## config.mk

```make
export PLATFORM = sky130hd
export DESIGN_NAME = vadpcm_frame_decoder
export DESIGN_NICKNAME = d
export VERILOG_FILES = /design/src/rtl/vadpcm_pkg.sv /design/src/rtl/vadpcm_frame_decoder.sv /design/src/rtl/vadpcm_ram.sv /design/src/rtl/vadpcm_front.sv /design/src/rtl/vadpcm_back.sv
export VERILOG_INCLUDE_DIRS = /design/src /design/src/rtl
export SDC_FILE = /design/constraint.sdc
export NUM_CORES = 2
export LEC_CHECK = 0
export BUFFER_PORTS_ARGS = -buffer_cell sky130_fd_sc_hd__buf_2
export CAP_MARGIN = 40
export CORE_ASPECT_RATIO = 0.8
export CORE_UTILIZATION = 45
export DETAILED_ROUTE_END_ITERATION = 6
export SETUP_SLACK_MARGIN = 0.4
export SLEW_MARGIN = 20
export SYNTH_ARGS = -nofsm -noshare
export SYNTH_HDL_FRONTEND = slang
export SYNTH_SLANG_ARGS = --single-unit
```

## constraint.sdc

```tcl
create_clock -name clk -period 8.16 [get_ports clk]
set_input_delay 0.408 -clock clk [delete_from_list [all_inputs] [get_ports clk]]
set_output_delay 0.408 -clock clk [all_outputs]
set_load 0.1 [all_outputs]
```

## src/rtl/vadpcm_frame_decoder_macros.svh

```systemverilog
// ----------------------------------------------------------------------------
// vadpcm_frame_decoder_macros.svh
// Assertion macros shared by the decoder modules.
// ----------------------------------------------------------------------------
`ifndef VADPCM_FRAME_DECODER_MACROS_SVH
`define VADPCM_FRAME_DECODER_MACROS_SVH

`ifndef SYNTH
// Same-cycle implication, disabled in reset
`define VFD_ASSERT(label, clk, rst_n, ante, cons) \
	label: assert property (@(posedge clk) disable iff (!rst_n) (ante) |-> (cons)) \
		else $error("assertion failed");
// Next-cycle implication, disabled in reset
`define VFD_ASSERT_NEXT(label, clk, rst_n, ante, cons) \
	label: assert property (@(posedge clk) disable iff (!rst_n) (ante) |=> (cons)) \
		else $error("assertion failed");
`else
`define VFD_ASSERT(label, clk, rst_n, ante, cons)
`define VFD_ASSERT_NEXT(label, clk, rst_n, ante, cons)
`endif

`endif

```

## src/rtl/vadpcm_pkg.sv

```systemverilog
// ----------------------------------------------------------------------------
// vadpcm_pkg
// Shared constants, command codes and queue word types of the frame decoder.
// ----------------------------------------------------------------------------
package vadpcm_pkg;

	localparam int NUM_PREDICTORS_DEF = 8;

	// Command queue between front and back
	localparam int QDEPTH = 2;
	localparam int QAW    = (QDEPTH > 1) ? $clog2(QDEPTH) : 1;

	// Command codes
	localparam logic [1:0] CMD_LOAD_COEF = 2'd0;
	localparam logic [1:0] CMD_LOAD_LOOP = 2'd1;
	localparam logic [1:0] CMD_DECODE    = 2'd2;

	// Start modes of a decode
	localparam logic [1:0] MODE_CONT = 2'd0;
	localparam logic [1:0] MODE_ZERO = 2'd1;
	localparam logic [1:0] MODE_LOOP = 2'd2;

	typedef struct packed {
		logic [1:0]         op;
		logic [1:0]         mode;
		logic [3:0]         shift;
		logic [3:0]         pred;
		logic [63:0]        data;
		logic [6:0]         cidx;
		logic signed [15:0] cval;
		logic signed [15:0] loop_last;
		logic signed [15:0] loop_before_last;
	} cmd_word_t;

	typedef struct packed {
		logic      valid;
		cmd_word_t word;
	} q_head_t;

endpackage

```

## src/rtl/vadpcm_frame_decoder.sv

```systemverilog
// ----------------------------------------------------------------------------
// vadpcm_frame_decoder
// Order-2 ADPCM frame decoder: codebook and loop-history loads, and decode of
// 9-byte frames into sixteen clamped 16-bit samples.
//
// Channel  Handshake                 Payload
// cmd      cmd_valid / cmd_stall     command, start_mode, frame_header,
//                                    frame_data, coef_index, coef_value,
//                                    loop_last, loop_before_last
// sample   sample_valid / sample_stall  sample, last
//
// A load command is executed as it is taken from the queue. A decode takes it
// from the queue, then runs 88 multiply-accumulate terms through the one shared
// multiplier, one term per cycle while the pipeline is not frozen, and a pipeline
// drain after each half-frame for the history.
// Reset clears the codebook valid bits at once; there is no clearing pass.
// sample_stall freezes the decode pipeline while a sample is held; the two-word command queue keeps
// accepting until it is full.
// ----------------------------------------------------------------------------
module vadpcm_frame_decoder import vadpcm_pkg::*; #(
	parameter int NUM_PREDICTORS = NUM_PREDICTORS_DEF
) (
	input  logic               clk,
	input  logic               arst_n,
	input  logic               cmd_valid,
	output logic               cmd_stall,
	input  logic [1:0]         command,
	input  logic [1:0]         start_mode,
	input  logic [7:0]         frame_header,
	input  logic [63:0]        frame_data,
	input  logic [6:0]         coef_index,
	input  logic signed [15:0] coef_value,
	input  logic signed [15:0] loop_last,
	input  logic signed [15:0] loop_before_last,
	output logic               sample_valid,
	input  logic               sample_stall,
	output logic signed [15:0] sample,
	output logic               last
);

	q_head_t head;
	logic    pop;

	// Front: accept, classify, queue
	vadpcm_front #(
		.NUM_PREDICTORS(NUM_PREDICTORS)
	) u_front (
		.clk             (clk),
		.arst_n          (arst_n),
		.cmd_valid       (cmd_valid),
		.cmd_stall       (cmd_stall),
		.command         (command),
		.start_mode      (start_mode),
		.frame_header    (frame_header),
		.frame_data      (frame_data),
		.coef_index      (coef_index),
		.coef_value      (coef_value),
		.loop_last       (loop_last),
		.loop_before_last(loop_before_last),
		.head            (head),
		.pop             (pop)
	);

	// Back: execute and emit samples
	vadpcm_back #(
		.NUM_PREDICTORS(NUM_PREDICTORS)
	) u_back (
		.clk         (clk),
		.arst_n      (arst_n),
		.head        (head),
		.pop         (pop),
		.sample_valid(sample_valid),
		.sample_stall(sample_stall),
		.sample      (sample),
		.last        (last)
	);

endmodule

```

## src/rtl/vadpcm_ram.sv

```systemverilog
// ----------------------------------------------------------------------------
// vadpcm_ram
// Generic single-write, single-read RAM with registered, enabled read.
// ----------------------------------------------------------------------------
module vadpcm_ram #(
	parameter int WIDTH = 16,
	parameter int DEPTH = 128
) (
	input  logic                     clk,
	input  logic                     we,
	input  logic [$clog2(DEPTH)-1:0] waddr,
	input  logic [WIDTH-1:0]         wdata,
	input  logic                     re,
	input  logic [$clog2(DEPTH)-1:0] raddr,
	output logic [WIDTH-1:0]         rdata
);

	logic [WIDTH-1:0] mem [DEPTH];

	// Write port
	always_ff @(posedge clk) begin
		if (we) begin
			mem[waddr] <= wdata;
		end
	end

	// Registered read, hold while disabled
	always_ff @(posedge clk) begin
		if (re) begin
			rdata <= mem[raddr];
		end
	end

endmodule

```

## src/rtl/vadpcm_front.sv

```systemverilog
// ----------------------------------------------------------------------------
// vadpcm_front
// Accepts command words, classifies them and queues them for the back end.
// ----------------------------------------------------------------------------
`include "vadpcm_frame_decoder_macros.svh"

module vadpcm_front import vadpcm_pkg::*; #(
	parameter int NUM_PREDICTORS = NUM_PREDICTORS_DEF
) (
	input  logic               clk,
	input  logic               arst_n,
	input  logic               cmd_valid,
	output logic               cmd_stall,
	input  logic [1:0]         command,
	input  logic [1:0]         start_mode,
	input  logic [7:0]         frame_header,
	input  logic [63:0]        frame_data,
	input  logic [6:0]         coef_index,
	input  logic signed [15:0] coef_value,
	input  logic signed [15:0] loop_last,
	input  logic signed [15:0] loop_before_last,
	output q_head_t            head,
	input  logic               pop
);

	cmd_word_t      q_mem [QDEPTH];
	logic [QAW-1:0] wr_ptr_q;
	logic [QAW-1:0] rd_ptr_q;
	logic [QAW:0]   count_q;
	logic [3:0]     pred_tab [16];
	logic           known_cmd;
	logic           push;
	cmd_word_t      word_in;

	// Predictor number folded into the codebook range
	always_comb begin
		for (int i = 0; i < 16; i++) begin
			pred_tab[i] = 4'(i % NUM_PREDICTORS);
		end
	end

	// Classify the incoming word
	always_comb begin
		known_cmd = (command inside {CMD_LOAD_COEF, CMD_LOAD_LOOP, CMD_DECODE});
		word_in.op = command;
		case (start_mode)
			MODE_ZERO: word_in.mode = MODE_ZERO;
			MODE_LOOP: word_in.mode = MODE_LOOP;
			default:   word_in.mode = MODE_CONT;
		endcase
		word_in.shift            = frame_header[7:4];
		word_in.pred             = pred_tab[frame_header[3:0]];
		word_in.data             = frame_data;
		word_in.cidx             = coef_index;
		word_in.cval             = coef_value;
		word_in.loop_last        = loop_last;
		word_in.loop_before_last = loop_before_last;
	end

	// Unknown commands are taken and dropped
	assign cmd_stall = (count_q == (QAW+1)'(QDEPTH));
	assign push      = cmd_valid && !cmd_stall && known_cmd;

	always_ff @(posedge clk) begin
		if (push) begin
			q_mem[wr_ptr_q] <= word_in;
		end
	end

	// Advance pointers and fill count
	always_ff @(posedge clk or negedge arst_n) begin
		if (!arst_n) begin
			wr_ptr_q <= '0;
			rd_ptr_q <= '0;
			count_q  <= '0;
		end else begin
			if (push) begin
				wr_ptr_q <= (wr_ptr_q == QAW'(QDEPTH-1)) ? '0 : wr_ptr_q + 1'b1;
			end
			if (pop) begin
				rd_ptr_q <= (rd_ptr_q == QAW'(QDEPTH-1)) ? '0 : rd_ptr_q + 1'b1;
			end
			if (push && !pop) begin
				count_q <= count_q + 1'b1;
			end else if (pop && !push) begin
				count_q <= count_q - 1'b1;
			end
		end
	end

	assign head.valid = (count_q != '0);
	assign head.word  = q_mem[rd_ptr_q];

	`VFD_ASSERT(a_count_bound, clk, arst_n, 1'b1, count_q <= (QAW+1)'(QDEPTH))
	`VFD_ASSERT(a_pop_nonempty, clk, arst_n, count_q == '0, !pop)
	`VFD_ASSERT_NEXT(a_full_hold, clk, arst_n, cmd_stall && !pop, cmd_stall)

endmodule

```

## src/rtl/vadpcm_back.sv

```systemverilog
// ----------------------------------------------------------------------------
// vadpcm_back
// Executes queued commands: codebook and loop loads, and frame decode through
// a sequencer driving one shared multiply-accumulate pipeline.
// ----------------------------------------------------------------------------
`include "vadpcm_frame_decoder_macros.svh"

module vadpcm_back import vadpcm_pkg::*; #(
	parameter int NUM_PREDICTORS = NUM_PREDICTORS_DEF
) (
	input  logic               clk,
	input  logic               arst_n,
	input  q_head_t            head,
	output logic               pop,
	output logic               sample_valid,
	input  logic               sample_stall,
	output logic signed [15:0] sample,
	output logic               last
);

	localparam int BOOK_WORDS = NUM_PREDICTORS * 16;
	localparam int AW         = $clog2(BOOK_WORDS);

	localparam logic [1:0] ST_IDLE  = 2'd0;
	localparam logic [1:0] ST_ISSUE = 2'd1;
	localparam logic [1:0] ST_DRAIN = 2'd2;

	// Nibble at position pos, first nibble in the top bits
	function automatic logic [3:0] nibble_at(input logic [63:0] d, input logic [3:0] pos);
		logic [3:0] sel;
		sel = 4'd15 - pos;
		return d[{sel, 2'b00} +: 4];
	endfunction

	// Sign-extend, shift left, wrap to 16 bits
	function automatic logic [15:0] residual(input logic [3:0] nib, input logic [3:0] sh);
		logic [15:0] ext;
		ext = {{12{nib[3]}}, nib};
		return ext << sh;
	endfunction

	// Arithmetic shift right by 11 and clamp to 16 bits
	function automatic logic [15:0] asr_clamp(input logic [31:0] acc);
		logic fits;
		fits = (acc[31:26] == {6{acc[31]}});
		if (fits) begin
			return acc[26:11];
		end
		return acc[31] ? 16'h8000 : 16'h7fff;
	endfunction

	logic [1:0]            state_q;
	logic                  half_q;
	logic [2:0]            j_q;
	logic [3:0]            t_q;
	logic [3:0]            shift_q;
	logic [AW-1:0]         base_q;
	logic [63:0]           data_q;
	logic signed [15:0]    hist_last_q;
	logic signed [15:0]    hist_before_last_q;
	logic signed [15:0]    loop_last_q;
	logic signed [15:0]    loop_before_last_q;
	logic signed [15:0]    got6_q;
	logic signed [15:0]    got7_q;
	logic [BOOK_WORDS-1:0] cb_valid_q;

	logic                  adv;
	logic                  issue;
	logic                  last_term;
	logic                  pipe_empty;
	logic [2:0]            k;
	logic [3:0]            off;
	logic signed [15:0]    opnd;
	logic [15:0]           res_k;
	logic [15:0]           res_j;
	logic [AW-1:0]         rd_addr;
	logic                  cb_we;
	logic [AW-1:0]         cb_waddr;
	logic [15:0]           cb_rdata;
	logic signed [15:0]    coef;

	logic                  v_s1;
	logic                  first_s1;
	logic                  last_s1;
	logic [3:0]            idx_s1;
	logic signed [15:0]    opnd_s1;
	logic [15:0]           resj_s1;
	logic                  cbv_s1;

	logic                  v_s2;
	logic                  first_s2;
	logic                  last_s2;
	logic [3:0]            idx_s2;
	logic signed [31:0]    prod_s2;
	logic [15:0]           resj_s2;

	logic [31:0]           acc_q;
	logic                  done_s3;
	logic [3:0]            idx_s3;

	logic                  out_valid_q;
	logic [15:0]           sample_q;
	logic                  last_q;

	// Pipeline moves unless a finished sample is held by the sink
	assign adv        = !(out_valid_q && sample_stall);
	assign pop        = (state_q == ST_IDLE) && head.valid;
	assign issue      = (state_q == ST_ISSUE);
	assign last_term  = (t_q == ({1'b0, j_q} + 4'd1));
	assign pipe_empty = !v_s1 && !v_s2 && !done_s3;

	// Select coefficient address and operand of the current term
	always_comb begin
		k     = 3'(t_q - 4'd2);
		res_k = residual(nibble_at(data_q, {half_q, k}), shift_q);
		res_j = residual(nibble_at(data_q, {half_q, j_q}), shift_q);
		if (t_q == 4'd0) begin
			off  = {1'b0, j_q};
			opnd = hist_before_last_q;
		end else if (t_q == 4'd1) begin
			off  = {1'b1, j_q};
			opnd = hist_last_q;
		end else begin
			off  = {1'b1, 3'(j_q - k - 3'd1)};
			opnd = $signed(res_k);
		end
		rd_addr = base_q + AW'(off);
	end

	// Codebook load from the queue head; out-of-range addresses drop
	assign cb_we    = pop && (head.word.op == CMD_LOAD_COEF) &&
	                  (32'(head.word.cidx) < BOOK_WORDS);
	assign cb_waddr = AW'(head.word.cidx);

	vadpcm_ram #(
		.WIDTH(16),
		.DEPTH(BOOK_WORDS)
	) u_codebook (
		.clk  (clk),
		.we   (cb_we),
		.waddr(cb_waddr),
		.wdata(head.word.cval),
		.re   (adv),
		.raddr(rd_addr),
		.rdata(cb_rdata)
	);

	// Never-written words read as zero
	assign coef = cbv_s1 ? $signed(cb_rdata) : 16'sd0;

	// Sequencer and history state
	always_ff @(posedge clk or negedge arst_n) begin
		if (!arst_n) begin
			state_q            <= ST_IDLE;
			half_q             <= 1'b0;
			j_q                <= '0;
			t_q                <= '0;
			hist_last_q        <= '0;
			hist_before_last_q <= '0;
			loop_last_q        <= '0;
			loop_before_last_q <= '0;
			cb_valid_q         <= '0;
		end else begin
			if (cb_we) begin
				cb_valid_q[cb_waddr] <= 1'b1;
			end
			case (state_q)
				ST_IDLE: begin
					if (head.valid) begin
						case (head.word.op)
							CMD_LOAD_LOOP: begin
								loop_last_q        <= head.word.loop_last;
								loop_before_last_q <= head.word.loop_before_last;
							end
							CMD_DECODE: begin
								if (head.word.mode == MODE_ZERO) begin
									hist_last_q        <= '0;
									hist_before_last_q <= '0;
								end else if (head.word.mode == MODE_LOOP) begin
									hist_last_q        <= loop_last_q;
									hist_before_last_q <= loop_before_last_q;
								end
								half_q  <= 1'b0;
								j_q     <= '0;
								t_q     <= '0;
								state_q <= ST_ISSUE;
							end
							default: begin
							end
						endcase
					end
				end
				ST_ISSUE: begin
					if (adv) begin
						if (last_term) begin
							t_q <= '0;
							j_q <= j_q + 3'd1;
							if (j_q == 3'd7) begin
								state_q <= ST_DRAIN;
							end
						end else begin
							t_q <= t_q + 4'd1;
						end
					end
				end
				ST_DRAIN: begin
					// Half done: its last two samples become the history
					if (pipe_empty) begin
						hist_last_q        <= got7_q;
						hist_before_last_q <= got6_q;
						if (!half_q) begin
							half_q  <= 1'b1;
							j_q     <= '0;
							t_q     <= '0;
							state_q <= ST_ISSUE;
						end else begin
							state_q <= ST_IDLE;
						end
					end
				end
				default: begin
					state_q <= ST_IDLE;
				end
			endcase
		end
	end

	// Latch frame payload at decode start
	always_ff @(posedge clk) begin
		if (pop && (head.word.op == CMD_DECODE)) begin
			shift_q <= head.word.shift;
			base_q  <= AW'({head.word.pred, 4'b0000});
			data_q  <= head.word.data;
		end
	end

	// Pipeline valid flags and output register valid
	always_ff @(posedge clk or negedge arst_n) begin
		if (!arst_n) begin
			v_s1        <= 1'b0;
			v_s2        <= 1'b0;
			done_s3     <= 1'b0;
			out_valid_q <= 1'b0;
		end else if (adv) begin
			v_s1        <= issue;
			v_s2        <= v_s1;
			done_s3     <= v_s2 && last_s2;
			out_valid_q <= done_s3;
		end
	end

	// Pipeline payload: fetch, multiply, accumulate, clamp
	always_ff @(posedge clk) begin
		if (adv) begin
			first_s1 <= (t_q == 4'd0);
			last_s1  <= last_term;
			idx_s1   <= {half_q, j_q};
			opnd_s1  <= opnd;
			resj_s1  <= res_j;
			cbv_s1   <= cb_valid_q[rd_addr];

			first_s2 <= first_s1;
			last_s2  <= last_s1;
			idx_s2   <= idx_s1;
			resj_s2  <= resj_s1;
			prod_s2  <= 32'(coef) * 32'(opnd_s1);

			if (v_s2) begin
				if (first_s2) begin
					acc_q <= {{5{resj_s2[15]}}, resj_s2, 11'b0} + prod_s2;
				end else begin
					acc_q <= acc_q + prod_s2;
				end
				if (last_s2) begin
					idx_s3 <= idx_s2;
				end
			end

			if (done_s3) begin
				sample_q <= asr_clamp(acc_q);
				last_q   <= (idx_s3 == 4'd15);
				if (idx_s3[2:0] == 3'd6) begin
					got6_q <= $signed(asr_clamp(acc_q));
				end
				if (idx_s3[2:0] == 3'd7) begin
					got7_q <= $signed(asr_clamp(acc_q));
				end
			end
		end
	end

	assign sample_valid = out_valid_q;
	assign sample       = $signed(sample_q);
	assign last         = last_q;

	`VFD_ASSERT(a_idle_empty, clk, arst_n, state_q == ST_IDLE, pipe_empty)
	`VFD_ASSERT(a_term_bound, clk, arst_n, state_q == ST_ISSUE, t_q <= ({1'b0, j_q} + 4'd1))
	`VFD_ASSERT_NEXT(a_freeze, clk, arst_n, sample_valid && sample_stall, $stable(acc_q) && $stable(done_s3))

endmodule
```

-- Yosys cells after proc, flatten, opt, wreduce, memory -nomap -nowiden
Memories as Yosys holds them, arrays and structs flattened. A register that Yosys moved wholly into a read port is not among the register bits.
Index checks and enable logic that the tools add are counted.
- bits in writable memories: 2310
- logic and storage cells: 204
- output and inout port bits: 19
- input bits: 135
- ROM bits: 64
- register bits after elaboration: 459
- memories kept: 3
- add/subtract/negate cells: 15
- magnitude comparators: 4
- muxes and demuxes: 73
- equality and inequality tests: 26
- bitwise logic cells: 3
- multipliers: 1
- reduce and logical (&&, ||, !) cells: 39
- shift operators: 4
- memory list (name ; words ; bits a word ; rd ports ; clocked after memory_dff ; write ports ; line ; RTL):
    u_back.u_codebook.mem ; 128 ; 16 ; 1 ; 1 ; 1 ; vadpcm_ram.sv:18 ; logic [WIDTH-1:0] mem [DEPTH];
    u_front.q_mem ; 2 ; 131 ; 1 ; 0 ; 1 ; vadpcm_front.sv:26 ; cmd_word_t q_mem [QDEPTH];
    (no name shown) ; 16 ; 4 ; 1 ; 0 ; 0 ; vadpcm_front.sv:52 ; word_in.pred = pred_tab[frame_header[3:0]];
- operators by type and width (kind ; number):
    2-to-1 mux 16 bit ; 18
    OR 128 bit ; 1
    variable part select 64 x 7 -> 4 bit ; 2
    adder 32 bit ; 2
    case mux 16 bit (2 select lines) ; 2
    2-to-1 mux 4 bit ; 9
    multiplier 16 x 16 -> 32 bit ; 1
    2-to-1 mux 32 bit ; 1
    left shift 16 x 4 -> 16 bit ; 2
    2-to-1 mux 1 bit ; 21
    2-to-1 mux 3 bit ; 7
    less-than comparator 7 x 8 -> 1 bit (second input constant) ; 2
    2-to-1 mux 2 bit ; 8
    == test 2 bit (second input constant) ; 6
    logical AND 1 bit ; 12
    case mux 4 bit (3 select lines) ; 1
    AND reduction 3 bit ; 4
    AND reduction 6 bit ; 2
    == test 2 x 1 -> 1 bit (second input constant) ; 5
    inequality test 2 bit (second input constant) ; 5
    == test 3 bit (second input constant) ; 3
    case mux 3 bit (3 select lines) ; 1
    subtractor 4 bit (first input constant) ; 2
    adder 7 x 4 -> 7 bit ; 1
    33 further kinds ; 47

-- Depth between registers and ports, before layout
- depth after elaboration: 8
- gate-level depth with buffers: 28
- mapped depth without buffers: 26

-- Hierarchy
A second synthesis with hierarchy kept.
- cells, all modules: 6290
- area total of the unflattened synthesis: 119922.5 um^2
- modules (own cells, without submodules) (module ; area an instance (um^2) ; cells an instance ; sequential area each (um^2) ; times used):
    vadpcm_ram ; 78683.0 ; 3086 ; 61979.4 ; 1
    vadpcm_back ; 31256.2 ; 2775 ; 12632.1 ; 1
    vadpcm_front ; 9983.3 ; 429 ; 7907.6 ; 1

-- Least setup slack after synthesis
No wires, ideal clock.
- path type: reg-to-reg
- start point: register u_front.count_q[0]
- end point: memory u_front.q_mem[0][0] (netlist bit), enable pin
- buffers on the path: 0
- data required time: 7.539 ns
- path slack: 1.481 ns
- stages on the path, launching flop included: 4
- arrival time: 6.058 ns
- period minus slack after synthesis: 6.679 ns
- cells stage by stage: dfrtp_1 > nand2b_1 > nand3_1 > nor2_1
- longest elaborated chain between the ends: 6
- RTL lines (item ; line ; RTL):
    start, declared ; vadpcm_front.sv:29 ; logic [QAW:0] count_q;
    start signal, assigned ; vadpcm_front.sv:84 ; count_q <= count_q + 1'b1;
    start signal, assigned ; vadpcm_front.sv:86 ; count_q <= count_q - 1'b1;
    == test 2 bit ; vadpcm_front.sv:61 ; assign cmd_stall = (count_q == (QAW+1)'(QDEPTH));
    zero test 1 bit ; vadpcm_front.sv:62 ; assign push = cmd_valid && !cmd_stall && known_cmd;
    logical AND 1 bit (2 in a row) ; vadpcm_front.sv:62 ;
    2-to-1 mux 1 bit ; vadpcm_front.sv:65 ; if (push) begin
    2-to-1 mux 1 bit (not written as such) ; vadpcm_front.sv:66 ; q_mem[wr_ptr_q] <= word_in;
    end, declared ; vadpcm_front.sv:26 ;
Every way passes these cells.

-- Worst setup path in the final report
- start point: register u_back.cbv_s1
- end point: register u_back.prod_s2[31], data pin
- longest elaborated chain between the ends: 2
- RTL lines (item ; line ; RTL):
    start, declared ; vadpcm_back.sv:88 ; logic cbv_s1;
    start signal, assigned ; vadpcm_back.sv:260 ; cbv_s1 <= cb_valid_q[rd_addr];
    2-to-1 mux 16 bit ; vadpcm_back.sv:149 ; assign coef = cbv_s1 ? $signed(cb_rdata) : 16'sd0;
    multiplier 16 x 16 -> 32 bit ; vadpcm_back.sv:266 ; prod_s2 <= 32'(coef) * 32'(opnd_s1);
    end signal, assigned ; vadpcm_back.sv:266 ;
    end, declared ; vadpcm_back.sv:94 ; logic signed [31:0] prod_s2;
Every way passes these cells.
A chain may end at the register's enable or synchronous reset.

==> impl_metrics.tcl <==
set metrics [dict create \
    status "complete, no violations" \
    drc 0 \
    ios 154 \
    drtIter0Drc 9475 \
    num_vias 79714 \
    path_buf_inv 5 \
    crit_type "reg -> reg" \
    rows 170 \
    clk_pin_slew_worst_paths_ns 0.06 \
    maxCapViolCount 0 \
    cts-buffers-inserted 290 \
    endpoint "u_back.prod_s2[31]$_DFFE_PN_" \
    syn_nets 10189 \
    drive_gt1_share_pct 11.87 \
    viasPerCell 5.758 \
    relSlewSlack_pct 33.46 \
    hold_viol_final 0 \
    drt-total-wl_um 342200 \
    design_area_um2 139600 \
    floorplan.initialDensity_pct 45.48 \
    ys.flop_type "edfxtp_1" \
    drtAntennaViolNets 0 \
    grt_max_degree 116 \
    path_max_fanout 34 \
    synth_top_area_cell "edfxtp_1" \
    multi_input_area_um2 36150 \
    yosysMostFrequentCell "edfxtp_1" \
    timing.fmax_mhz 134.6 \
    arrival_ns 8.02 \
    grt_pass1_vias 77120 \
    grt_pass1_wl_um 506700 \
    layout.nets 10532 \
    clock_skew_ns 0.06562 \
    yosysUniqueCellTypes 81 \
    reg2reg_depth 23 \
    slowest_delay_ns 0.60 \
    grt_remaining_overflow 0 \
    rsz0062_at_grt "no" \
    syn_area_per_cell_um2 12.70 \
    worst_setup_path_end_kind "register" \
    start_kind "register" \
    synth_edf_count 2573 \
    antenna_found_initial 13 \
    timing.rr.start "u_back.cbv_s1$_DFFE_PN_" \
    synth_seq_cells 2783 \
    cts-root-buf "clkbuf_16" \
    ys_top_cells_by_count "edfxtp_1 (2,573), nand2_1 (2,433), nand3_1 (918), inv_1 (343), nor2_1 (307)" \
    cp.depth 23 \
    synth_area_leaders "edfxtp_1 (63%), nand2_1 (7.5%), fa_1 (4.3%)" \
    crit_family "adder cells" \
    wl_per_cell_um 24.72 \
    maxSlewViolCount 0 \
    placed_area_um2 128500 \
    die_area_um2 274500 \
    core_um2 269500 \
    r2r_end "u_back.prod_s2[31]$_DFFE_PN_" \
    ctsLongestPathBuffers 4 \
    cts_tree "built" \
    critPathSlowestCell "fa_1" \
    gp_congestion 0.8932 \
    finalCritPeriodShare_pct 91.02 \
    synth_cells 9647 \
    area_growth_pct 13.88 \
    synth_top_area_share_pct 63.04 \
    cts_sinks 2783 \
    cp_common_cell "fa_1" \
    worstMarginPinSlew_ns 0.9730 \
    crit_start "u_back.cbv_s1$_DFFE_PN_" \
    syn_area_um2 122600 \
    clk_latency_ns 0.88 \
    ys_async_sr_fraction_pct 7.546 \
    hold_class "in -> async" \
    ys_warn_count 0 \
    period_needed_ns 7.427 \
    regArea_um2 82520 \
    io_buffers 152 \
    setup_tns_ns 0 \
    fp.dieH_um 468.8 \
    die_x_um 585.5 \
    firstDrtPassIters 7 \
    ff2ff_setup_slack_ns 0.73 \
    grt_usage_pct 24.68 \
    path_cells "buf_4 -> and2_1 -> buf_4 -> nand2_1 -> fa_1 -> inv_1 -> fa_1 -> fa_1 -> fa_1 -> fa_1 -> inv_1 -> fa_1 -> inv_1 -> ha_1 -> nand3_1 -> nor2_1 -> nand3_1 -> a211oi_1 -> o21ai_1 -> a21boi_1 -> o21ba_2 -> a311oi_1 -> xnor2_1" \
    dpl.hpwl_um 211600 \
    yosysSeqAreaShare_pct 67.33 \
    crit_required_ns 8.76 \
    hold-worst-slack_ns 0.07224 \
    htreeDepth 5 \
    fill_cells 22616 \
    setup_violations 0 \
]
-- stage by stage --
step,setup slack (ns),utilization [%],cells
final,0.7331,51.79,13844
after CTS,0.5206,51.63,13814
after global routing,0.4046,51.79,13837
after global placement,0.5465,47.44,13117
after detailed placement,0.4608,47.67,13155
after floorplan,1.481,-,9647
-- cells by family (layout without fill, tap and decap cells) --
group | after synthesis | in the layout | share of synthesized area, %
AO/OA/AOI/OAI | 988 | 988 | 5.570
XOR/XNOR | 80 | 80 | 0.5870
adder cells (fa/ha/maj) | 407 | 407 | 5.778
buffers and inverters | 930 | 1506 | 3.328
flip-flops | 2783 | 2783 | 67.33
multiplexers | 194 | 194 | 2.108
other | 0 | 9 | 0
AND/OR/NAND/NOR | 4265 | 4265 | 15.30
-- routing by layer --
| metal | wire, um | global-route usage (%) | up-vias |
|---|---|---|---|
| met1 | 152300 | 38.10 | 40306 |
| li1 | - | - | 35423 |
| met4 | 8837 | 6.441 | 4 |
| met5 | 22 | 0 | - |
| met2 | 147800 | 35.86 | 3518 |
| met3 | 33280 | 4.438 | 463 |
-- worst min path at each step --
stage | cells after the start | slack (ns) | end
floorplan | 0 | 0.11 | u_back.cb_valid_q[0]$_DFFE_PN0P_
global placement | 1 | 0.40 | u_back.cb_valid_q[57]$_DFFE_PN0P_
detailed placement | 1 | 0.40 | u_back.cb_valid_q[57]$_DFFE_PN0P_
CTS | 2 | 0.07 | u_back.cb_valid_q[115]$_DFFE_PN0P_
global route | 2 | 0.12 | u_back.cb_valid_q[112]$_DFFE_PN0P_
finish | 2 | 0.07 | u_back.cb_valid_q[57]$_DFFE_PN0P_
-- state kept, by name (all words and copies together) (netlist names), 32 cells and up --
register               flops
u_back.acc_q              32
u_front.q_mem            260
u_back.prod_s2            32
u_back.cb_valid_q        128
u_back.data_q             64
u_back.u_codebook.mem   2048
-- worst register-to-register path: stages (launching register included) --
cell	delay (ns)
edfxtp_1	0.39
buf_4	0.29
and2_1	0.42
buf_4	0.24
nand2_1	0.09
fa_1	0.60
inv_1	0.06
fa_1	0.49
fa_1	0.57
fa_1	0.44
fa_1	0.50
inv_1	0.05
fa_1	0.47
inv_1	0.04
ha_1	0.35
nand3_1	0.14
nor2_1	0.21
nand3_1	0.20
a211oi_1	0.58
o21ai_1	0.24
a21boi_1	0.33
o21ba_2	0.20
a311oi_1	0.11
xnor2_1	0.16
-- cell type report --
class	count	share of cell area, %
Antenna cell	9	0.01614
Clock buffer	400	5.833
Clock inverter	125	0.8588
Inverter	345	0.9278
Multi-Input combinational cell	5934	25.90
Sequential cell	2783	59.12
Tap cell	3612	3.238
Timing Repair Buffer	636	4.104
-- what timing repair did --
action                                  CTS  global route
endpoints found under the hold margin   317             0
setup buffers                             0             1
hold buffers                            134             0
pin swaps                                 0             0
gates resized for setup                   1            11
endpoints found under the setup margin    1             5
-- cell usage in the layout, fill, tap and decap left out, types with 142 or more instances in the layout --
cell type  instances
buf_4            260
buf_2            161
nand2_1         2430
a21oi_1          238
edfxtp_1        2573
and3_1           303
inv_1            343
a31oi_1          149
nor2_1           301
fa_1             264
clkbuf_16        299
ha_1             142
a311oi_1         194
nand3_1          918
dfrtp_1          209
Power is left out: the tool's default activity adds up to more than one toggle a clock period on the data nets, which glitch-free logic cannot reach.
